[config.mk]
export PLATFORM = sky130hd
export DESIGN_NAME = count_smaller_to_right_top
export DESIGN_NICKNAME = d
export VERILOG_FILES = /design/src/hdl/cstr_pkg.sv /design/src/hdl/cstr_cell.sv /design/src/hdl/count_smaller_to_right_top.sv
export SDC_FILE = /design/constraint.sdc
export NUM_CORES = 2
export LEC_CHECK = 0
export BUFFER_PORTS_ARGS = -buffer_cell sky130_fd_sc_hd__buf_2
export CORE_UTILIZATION = 59
export CTS_CLUSTER_SIZE = 16
export DETAILED_ROUTE_END_ITERATION = 8
export GPL_TIMING_DRIVEN = 0
export PLACE_DENSITY_LB_ADDON = 0.15
export SLEW_MARGIN = 10
export SYNTH_ARGS = -nofsm -noshare
export SYNTH_HDL_FRONTEND = slang
export SYNTH_SLANG_ARGS = --single-unit
export TNS_END_PERCENT = 10
[constraint.sdc]
create_clock -name clock -period 4.8 [get_ports clock]
set_clock_uncertainty 0.15 [all_clocks]
set_input_delay 0.48 -clock clock [delete_from_list [all_inputs] [get_ports clock]]
set_output_delay 0.48 -clock clock [all_outputs]
set_load 0.02 [all_outputs]
[src/hdl/cstr_pkg.sv]
// Shared types and constants for the count-smaller-to-right block.
`timescale 1ns / 1ps

package cstr_pkg;

   // Width of the per-element count of smaller later elements.
   localparam int CNT_W = 6;

   // Largest count value; counters saturate here.
   localparam logic [CNT_W-1:0] CNT_MAX = {CNT_W{1'b1}};

   // Control broadcast from the top level to every cell of the chain.
   typedef struct packed {
      logic load;   // an element is being loaded and compared this cycle
      logic shift;  // the head result is taken, every cell pulls from its neighbor
   } cstr_ctrl_type;

endpackage

[src/hdl/cstr_cell.sv]
// One storage cell of the chain: a value, its smaller-to-right count and a valid bit.
`timescale 1ns / 1ps

module cstr_cell
   import cstr_pkg::*;
#(
   parameter int VALUE_WIDTH = 16
) (
   input  logic                          clock,
   input  logic                          reset,
   input  cstr_ctrl_type                 ctrl,
   input  logic signed [VALUE_WIDTH-1:0] in_value,
   input  logic                          prev_valid,
   input  logic                          next_valid,
   input  logic signed [VALUE_WIDTH-1:0] next_value,
   input  logic        [CNT_W-1:0]       next_count,
   output logic                          valid,
   output logic signed [VALUE_WIDTH-1:0] value,
   output logic        [CNT_W-1:0]       count
);

   logic                          valid_ff, valid_in;
   logic signed [VALUE_WIDTH-1:0] value_ff, value_in;
   logic        [CNT_W-1:0]       count_ff, count_in;

   always_comb begin
      valid_in = valid_ff;
      value_in = value_ff;
      count_in = count_ff;
      if (ctrl.shift) begin
         // Drain: take the neighbor's contents, moving toward the head.
         valid_in = next_valid;
         value_in = next_value;
         count_in = next_count;
      end else if (ctrl.load) begin
         if (valid_ff) begin
            if (value_ff > in_value && count_ff != CNT_MAX) begin
               count_in = count_ff + 1'b1;
            end
         end else if (prev_valid) begin
            // First empty cell of the chain takes the arriving element.
            valid_in = 1'b1;
            value_in = in_value;
            count_in = '0;
         end
      end
   end

   always_ff @(posedge clock) begin
      if (reset) begin
         valid_ff <= 1'b0;
      end else begin
         valid_ff <= valid_in;
      end
      value_ff <= value_in;
      count_ff <= count_in;
   end

   assign valid = valid_ff;
   assign value = value_ff;
   assign count = count_ff;

endmodule

[src/hdl/count_smaller_to_right_top.sv]
// Top level of the count-smaller-to-right block: cell chain and drain control.
`timescale 1ns / 1ps

//  channel | direction | handshake          | payload
//  req_    | in        | req_valid/req_stall | req_value, req_last_element
//  rsp_    | out       | rsp_valid/rsp_stall | rsp_smaller_count, rsp_last_count, rsp_overflow
//
// While a set is being collected, one element transfer is taken every cycle: every
// cell compares the arriving value with its own in parallel, and the first empty cell
// stores it. The transfer marked last moves the block into draining, where the set of
// n stored elements leaves in n result transfers, one per cycle when rsp_stall is low;
// req_stall stays high for the whole drain. Reset clears only the valid bits and the
// control state, so the block is ready in the first cycle after reset.

module count_smaller_to_right_top
   import cstr_pkg::*;
#(
   parameter int MAX_ELEMENTS = 64,
   parameter int VALUE_WIDTH  = 16
) (
   input  logic                          clock,
   input  logic                          reset,
   input  logic                          req_valid,
   output logic                          req_stall,
   input  logic signed [VALUE_WIDTH-1:0] req_value,
   input  logic                          req_last_element,
   output logic                          rsp_valid,
   input  logic                          rsp_stall,
   output logic        [CNT_W-1:0]       rsp_smaller_count,
   output logic                          rsp_last_count,
   output logic                          rsp_overflow
);

   typedef enum logic {
      ST_LOAD,
      ST_DRAIN
   } state_type;

   state_type state_ff, state_in;
   logic      dropped_ff, dropped_in;

   cstr_ctrl_type ctrl;

   logic        [MAX_ELEMENTS-1:0] cell_valid;
   logic signed [VALUE_WIDTH-1:0]  cell_value [MAX_ELEMENTS];
   logic        [CNT_W-1:0]        cell_count [MAX_ELEMENTS];

   logic req_accept;
   logic rsp_accept;
   logic store_full;

   // The chain fills from cell 0 upward, so the store is full once the far end holds data.
   assign store_full = cell_valid[MAX_ELEMENTS-1];

   assign req_stall  = (state_ff == ST_DRAIN);
   assign req_accept = req_valid && !req_stall;
   assign rsp_valid  = (state_ff == ST_DRAIN) && cell_valid[0];
   assign rsp_accept = rsp_valid && !rsp_stall;

   // An element that finds the store full is dropped and touches no counter.
   assign ctrl.load  = req_accept && !store_full;
   assign ctrl.shift = rsp_accept;

   // Cell 0 is the head of the chain; it always holds the oldest element.
   assign rsp_smaller_count = cell_count[0];
   assign rsp_last_count    = !cell_valid[1];
   assign rsp_overflow      = dropped_ff;

   genvar g;
   generate
      for (g = 0; g < MAX_ELEMENTS; g++) begin : g_cell
         logic                          prev_valid;
         logic                          next_valid;
         logic signed [VALUE_WIDTH-1:0] next_value;
         logic        [CNT_W-1:0]       next_count;

         if (g == 0) begin : g_head
            assign prev_valid = 1'b1;
         end else begin : g_body
            assign prev_valid = cell_valid[g-1];
         end

         if (g == MAX_ELEMENTS - 1) begin : g_tail
            assign next_valid = 1'b0;
            assign next_value = '0;
            assign next_count = '0;
         end else begin : g_link
            assign next_valid = cell_valid[g+1];
            assign next_value = cell_value[g+1];
            assign next_count = cell_count[g+1];
         end

         cstr_cell #(
            .VALUE_WIDTH (VALUE_WIDTH)
         ) u_cell (
            .clock      (clock),
            .reset      (reset),
            .ctrl       (ctrl),
            .in_value   (req_value),
            .prev_valid (prev_valid),
            .next_valid (next_valid),
            .next_value (next_value),
            .next_count (next_count),
            .valid      (cell_valid[g]),
            .value      (cell_value[g]),
            .count      (cell_count[g])
         );
      end
   endgenerate

   always_comb begin
      state_in   = state_ff;
      dropped_in = dropped_ff;
      case (state_ff)
         ST_LOAD: begin
            if (req_accept) begin
               if (store_full) begin
                  dropped_in = 1'b1;
               end
               if (req_last_element) begin
                  state_in = ST_DRAIN;
               end
            end
         end
         ST_DRAIN: begin
            // The set is done once the final result has been taken.
            if (rsp_accept && rsp_last_count) begin
               state_in   = ST_LOAD;
               dropped_in = 1'b0;
            end
         end
         default: begin
            state_in = ST_LOAD;
         end
      endcase
   end

   always_ff @(posedge clock) begin
      if (reset) begin
         state_ff   <= ST_LOAD;
         dropped_ff <= 1'b0;
      end else begin
         state_ff   <= state_in;
         dropped_ff <= dropped_in;
      end
   end

endmodule

Word-level counts from Yosys, hierarchy flattened
Cells that the tools add are included.

Register bits: 1474. Latch bits: 0. Bits in writable memories: 0. Bits in read-only memories: 0. Output and inout port bits: 10. Word-level logic and storage cells: 1675. Memories kept: 0.

$add $sub $neg: 64. $mul: 0. Divide/modulo/power cells: 0. Order comparisons: 64. Equal/unequal tests: 194. Shift-type cells: 0. Multiplexer cells: 828. Bitwise gates (word level): 2. Reductions and logical operators: 329.

Operators by type and width (count): two-way mux 16 bit (251); two-way mux 6 bit (317); > comparator 16 bit (64); adder 6 x 1 -> 6 bit (second input constant) (64); != test 6 bit (second input constant) (64); AND reduction 3 bit (127); two-way mux 1 bit (258); != test 3 bit (second input constant) (63); nonzero test 3 bit (62); != test 2 bit (second input constant) (65); nonzero test 2 bit (64); logical AND 1 bit (69); zero test 1 bit (4); != test 2 x 1 -> 1 bit (second input constant) (2); one-hot mux 1 bit (2 select lines) (2); AND reduction 2 bit (2); NOT 1 bit (2); OR reduction 2 bit (1).

Depth between registers and ports, before layout
Depth in word-level cells: 6. Mapped depth: 8. Mapped depth without buffers: 8.

Modules after synthesis
From an unflattened synthesis, not the netlist that was laid out.

Cell total of the unflattened synthesis: 9358. Area, all modules: 92047.0 um^2.

Modules (own cells, without submodules): cstr_cell (instances 64, cells an instance 146, area each 1436.4 um^2, seq. area each 680.7 um^2); count_smaller_to_right_top (instances 1, cells an instance 14, area each 118.9 um^2, seq. area each 40.0 um^2).

Worst setup path after synthesis
No wires, ideal clock.

Path type: input -> register. Start point: in req_value[9]. End point: reg g_cell[12].u_cell.count_ff[0] (enable). Setup time: 268 ps. Arrival: 3323 ps. Required time: 4382 ps. Path slack: 1059 ps. Cell stages on the path: 8. Path through: inv_1 ha_1 a211oi_1 o21ai_0 a21o_1 a311o_1 o31a_1 a21o_1.

Longest elaborated chain between the ends: 4.

RTL lines: from (decl) (RTL line count_smaller_to_right_top.sv:25) `input logic signed [VALUE_WIDTH-1:0] req_value,`; > comparator 16 bit (RTL line cstr_cell.sv:37) `if (value_ff > in_value && count_ff != CNT_MAX) begin`; logical AND 1 bit (RTL line cstr_cell.sv:37); != test 3 bit (no line); AND reduction 3 bit (no line); to (signal assigned) (RTL line cstr_cell.sv:56) `count_ff <= count_in;`; to (decl) (RTL line cstr_cell.sv:24) `logic [CNT_W-1:0] count_ff, count_in;`.

No other way between the ends. A chain may end at the register's enable or synchronous reset.

Worst setup path after layout
Start point: reg state_ff (netlist: req_stall). End point: reg g_cell[54].u_cell.count_ff[5] (enable).

Longest elaborated chain between the ends: 5.

RTL lines: from (decl) (RTL line count_smaller_to_right_top.sv:39) `state_type state_ff, state_in;`; from (signal assigned) (RTL line count_smaller_to_right_top.sv:143) `state_ff <= state_in;`; zero test 1 bit (RTL line count_smaller_to_right_top.sv:56) `assign req_accept = req_valid && !req_stall;`; logical AND 1 bit (RTL line count_smaller_to_right_top.sv:56); logical AND 1 bit (RTL line count_smaller_to_right_top.sv:61) `assign ctrl.load = req_accept && !store_full;`; nonzero test 2 bit (no line); AND reduction 3 bit (no line) *; to (signal assigned) (RTL line cstr_cell.sv:56); to (decl) (RTL line cstr_cell.sv:24).

Every way passes the cells marked *; elsewhere a longest branch is shown, timed or not.

==> load_flow_metrics.sql <==
INSERT INTO impl_metrics (metric_group, metric, value, unit) VALUES
('status', 'status', 'finished, final reports clean', ''),
('logic_synthesis', 'netlist-cell-type-count', '53', ''),
('clock_tree', 'clkTransAtPathRegs', '60', 'ps'),
('clock_tree', 'clock_sinks', '1474', ''),
('worst_setup_path', 'worstPathRequired', '5070', 'ps'),
('drt', 'routed_wirelength', '256', 'mm'),
('timing', 'finalSetupViolations', '0', ''),
('worst_setup_path', 'critPathMaxFanout', '10', ''),
('timing', 'post-route-min-period', '4140', 'ps'),
('logic_synthesis', 'synthFlopType', 'sky130_fd_sc_hd__edfxtp_1', ''),
('global_routing', 'wire_length_of_the_first_global_routing_pass', '387', 'mm'),
('timing', 'max-slew-margin-rel', '0.0321', ''),
('clock_tree', 'tritoncts', 'built', ''),
('global_routing', 'grtUsageTotal', '0.344', ''),
('worst_setup_path', 'setup.worst_path.end_class', 'flip-flop', ''),
('global_routing', 'number_of_global_route_vias_before_repair', '65800', ''),
('layout', 'syn_to_final_growth', '11.2', '%'),
('layout', 'layout.nets', '9034', ''),
('drt', 'route.detailed.vias_per_inst', '6.58', ''),
('die', 'fp.dieW', '384', 'µm'),
('drt', 'number_of_nets_still_failing_antenna_checks_after_routing', '0', ''),
('drt', 'remaining_drc_errors', '0', ''),
('flow_run', 'timing.max_cap.violations', '0', ''),
('place', 'port_buffers', '29', ''),
('logic_synthesis', 'synthArstFlopShare', '0', ''),
('timing', 'timing.final.hold_violations', '0', ''),
('logic_synthesis', 'yosysTopAreaCellShare', '0.482', ''),
('die', 'io_pins', '31', ''),
('die', 'dieArea', '148000', 'µm²'),
('global_routing', 'global_route.overflow_total', '0', ''),
('layout', 'fin_util', '0.665', ''),
('timing', 'final-max-slew-violation-count', '0', ''),
('logic_synthesis', 'synth_nets', '8756', ''),
('logic_synthesis', 'post_synth_main_area_contributors', 'sky130_fd_sc_hd__edfxtp_1 (48%), sky130_fd_sc_hd__ha_1 (16%), sky130_fd_sc_hd__a21o_1 (9.5%)', ''),
('logic_synthesis', 'syn_area_per_cell', '11.3', 'µm²'),
('global_routing', 'antenna_found_initial', '14', ''),
('drt', 'via_count', '65700', ''),
('clock_tree', 'cts_htree_levels', '4', ''),
('power_and_ir_drop', 'peakVddDrop', '0.390', 'mV'),
('logic_synthesis', 'synthesized_flop_and_latch_total', '1474', ''),
('drt', 'wl_per_cell', '25.7', 'µm'),
('timing', 'totalNegativeSetupSlack', '0', 'ps'),
('power_and_ir_drop', 'p_leak', '41.7', 'nW'),
('drt', 'drtIter0Drc', '6557', ''),
('power_and_ir_drop', 'cellPowerDensity', '325', 'nW/µm²'),
('place', 'place.gp.congestion', '0.931', ''),
('timing', 'worstMarginPinSlew', '1450', 'ps'),
('die', 'core.rowCount', '139', ''),
('drt', 'dr_pass1_iterations', '6', ''),
('clock_tree', 'cts_buffers', '162', ''),
('clock_tree', 'cts-resized-gates', '0', ''),
('layout', 'post_route_cells_drive_above_1_share', '0.0860', ''),
('logic_synthesis', 'synth_enable_flop_cells', '1386', ''),
('die', 'initial_utilization', '0.598', ''),
('worst_setup_path', 'worst_setup_path_start_kind', 'flip-flop', ''),
('die', 'die_y', '384', 'µm'),
('logic_synthesis', 'synthesized_instance_count', '7664', ''),
('logic_synthesis', 'synth.largest_area_cell', 'sky130_fd_sc_hd__edfxtp_1', ''),
('timing', 'clock.fmax', '242', 'MHz'),
('timing', 'rsz_0062_raised_after_global_routing', 'false', ''),
('die', 'design.core.area', '144000', 'µm²'),
('power_and_ir_drop', 'fin_total_pwr', '0.0312', 'W'),
('logic_synthesis', 'synth_sequential_area_ratio', '0.503', ''),
('worst_setup_path', 'worstPathCellList', 'nor3b_1 > buf_2 > clkbuf_1 > nand2_1 > a31oi_1 > o21ai_0 > o21bai_1', ''),
('min_path', 'hold_class', 'in2reg', ''),
('clock_tree', 'root_buffer', 'sky130_fd_sc_hd__clkbuf_16', ''),
('timing', 'layout_worst_path_cycle_share', '0.861', ''),
('logic_synthesis', 'cell_area_after_synthesis', '86300', 'µm²'),
('global_routing', 'grt_max_degree', '40', ''),
('worst_setup_path', 'critPathArrivalTime', '4400', 'ps'),
('worst_setup_path', 'critical_path.max_stage_delay', '1020', 'ps'),
('clock_tree', 'clock_insertion_delay_worst_skew', '800', 'ps'),
('logic_synthesis', 'count_of_synthesis_stage_warnings_from_yosys', '0', ''),
('worst_setup_path', 'path_class', 'reg2reg', ''),
('clock_tree', 'cts_max_path_buffers', '3', ''),
('clock_tree', 'post_cts.repair.setup_buffers', '0', ''),
('place', 'place.detailed.hpwl', '183', 'mm'),
('worst_setup_path', 'critical-path-slowest-cell', 'sky130_fd_sc_hd__clkbuf_1', '');
==> state kept, by name (all words and copies together) (netlist names) <==
register	flops
g_cell.u_cell.value	1024
g_cell.u_cell.count	384
g_cell.u_cell.valid	64
req_stall	1
rsp_overflow	1
==> logic make-up after synthesis <==
| family | share of synthesized area |
|---|---|
| AOI/OAI and AO/OA | 0.171 |
| muxes | 0.000246 |
| buffers and inverters | 0.0247 |
| DFF | 0.503 |
| xor gates and xnor gates | 0.0310 |
| adders and majority gates | 0.155 |
| and+or+nand+nor | 0.115 |
==> path summary, 6_finish.rpt <==
path,depth (start not counted),slack (ps),start,endpoint
setup / recovery,7,660,req_stall,g_cell[54].u_cell.count[5]
hold / removal,4,230,rsp_stall,g_cell[1].u_cell.valid
setup reg to reg,7,660,req_stall,g_cell[54].u_cell.count[5]
hold reg to reg,2,310,g_cell[63].u_cell.value[10],g_cell[63].u_cell.value[10]
==> through the flow <==
step                      setup slack [ps]  std cells  instance area, µm²  hold WS [ps]
after CTS                              874       9976               96000           165
after global routing                   655       9977               96000           202
final                                  665       9985               96000           230
after floorplan                       1060       7664               86300           287
after global placement               -1690       9596               88800           293
after detailed placement               684       9664               90500           302
==> Yosys cell counts, types with 9 or more instances <==
master / n
sky130_fd_sc_hd__a211oi_1: 70
sky130_fd_sc_hd__a21o_1: 1088
sky130_fd_sc_hd__a21oi_1: 435
sky130_fd_sc_hd__a221o_1: 49
sky130_fd_sc_hd__a31oi_1: 45
sky130_fd_sc_hd__and2_1: 9
sky130_fd_sc_hd__and3_1: 67
sky130_fd_sc_hd__and4_1: 9
sky130_fd_sc_hd__buf_2: 259
sky130_fd_sc_hd__clkbuf_1: 117
sky130_fd_sc_hd__dfxtp_1: 88
sky130_fd_sc_hd__edfxtp_1: 1386
sky130_fd_sc_hd__ha_1: 1071
sky130_fd_sc_hd__inv_1: 87
sky130_fd_sc_hd__nand2_1: 929
sky130_fd_sc_hd__nand3_1: 428
sky130_fd_sc_hd__nand3b_1: 62
sky130_fd_sc_hd__nand4_1: 184
sky130_fd_sc_hd__nor2_1: 216
sky130_fd_sc_hd__nor2_2: 15
sky130_fd_sc_hd__nor2b_1: 65
sky130_fd_sc_hd__nor3_1: 57
sky130_fd_sc_hd__nor4_1: 13
sky130_fd_sc_hd__o211ai_1: 57
sky130_fd_sc_hd__o21a_1: 9
sky130_fd_sc_hd__o21ai_0: 377
sky130_fd_sc_hd__o21bai_1: 51
sky130_fd_sc_hd__or4_1: 47
sky130_fd_sc_hd__xnor2_1: 54
sky130_fd_sc_hd__xor2_1: 251
==> area by class of cell <==
cell class / instances / area (µm²)
well taps: 1903 / 2380
clock buffers: 225 / 4600
flip-flops and latches: 1474 / 43400
inverters: 87 / 372
repair buffers: 114 / 1630
clock inverters: 70 / 717
multi-input cells: 5717 / 41100
plain buffers: 386 / 1810
fillers: 10900 / 48300
diodes: 9 / 22.5
==> placed cells by master (no fill, tap or decap), types with 45 or more instances in the layout <==
| master | n |
|---|---|
| sky130_fd_sc_hd__a211oi_1 | 70 |
| sky130_fd_sc_hd__a21o_1 | 1088 |
| sky130_fd_sc_hd__a21oi_1 | 435 |
| sky130_fd_sc_hd__a221o_1 | 49 |
| sky130_fd_sc_hd__a31oi_1 | 45 |
| sky130_fd_sc_hd__and3_1 | 67 |
| sky130_fd_sc_hd__buf_2 | 287 |
| sky130_fd_sc_hd__clkbuf_1 | 153 |
| sky130_fd_sc_hd__clkbuf_16 | 170 |
| sky130_fd_sc_hd__dfxtp_1 | 88 |
| sky130_fd_sc_hd__edfxtp_1 | 1386 |
| sky130_fd_sc_hd__ha_1 | 1071 |
| sky130_fd_sc_hd__inv_1 | 72 |
| sky130_fd_sc_hd__nand2_1 | 929 |
| sky130_fd_sc_hd__nand3_1 | 428 |
| sky130_fd_sc_hd__nand3b_1 | 62 |
| sky130_fd_sc_hd__nand4_1 | 184 |
| sky130_fd_sc_hd__nor2_1 | 216 |
| sky130_fd_sc_hd__nor2b_1 | 65 |
| sky130_fd_sc_hd__nor3_1 | 57 |
| sky130_fd_sc_hd__o211ai_1 | 57 |
| sky130_fd_sc_hd__o21ai_0 | 315 |
| sky130_fd_sc_hd__o21ai_2 | 62 |
| sky130_fd_sc_hd__o21bai_1 | 51 |
| sky130_fd_sc_hd__or4_1 | 47 |
| sky130_fd_sc_hd__xnor2_1 | 54 |
| sky130_fd_sc_hd__xor2_1 | 251 |
==> critical path: cells and delay by family, from the launching register on <==
| kind | cells | cell delay, ps |
|---|---|---|
| AO/OA/AOI/OAI | 3 | 1350 |
| buffers and inverters | 2 | 1280 |
| AND/OR/NAND/NOR | 2 | 520 |
| flip-flops | 1 | 430 |
==> timing repair <==
action	in CTS	in global routing
hold endpoints to repair	17	0
hold buffers	17	0
setup endpoints to repair	0	0
==> power breakdown <==
group,internal (W),switching [W],total (W)
sequential,0.0146,0.000319,0.0149
combinational,0.00130,0.00225,0.00355
clock,0.00747,0.00528,0.0127
total,0.0234,0.00784,0.0312
==> metal layers <==
metal	share of wire	routed length [µm]	track usage
met1	0.40	103000	0.451
met2	0.46	118000	0.551
met3	0.086	21900	0.0594
met4	0.053	13600	0.170
met5	0.00036	92	0
No activity file was read; power rests on OpenSTA's default activity.
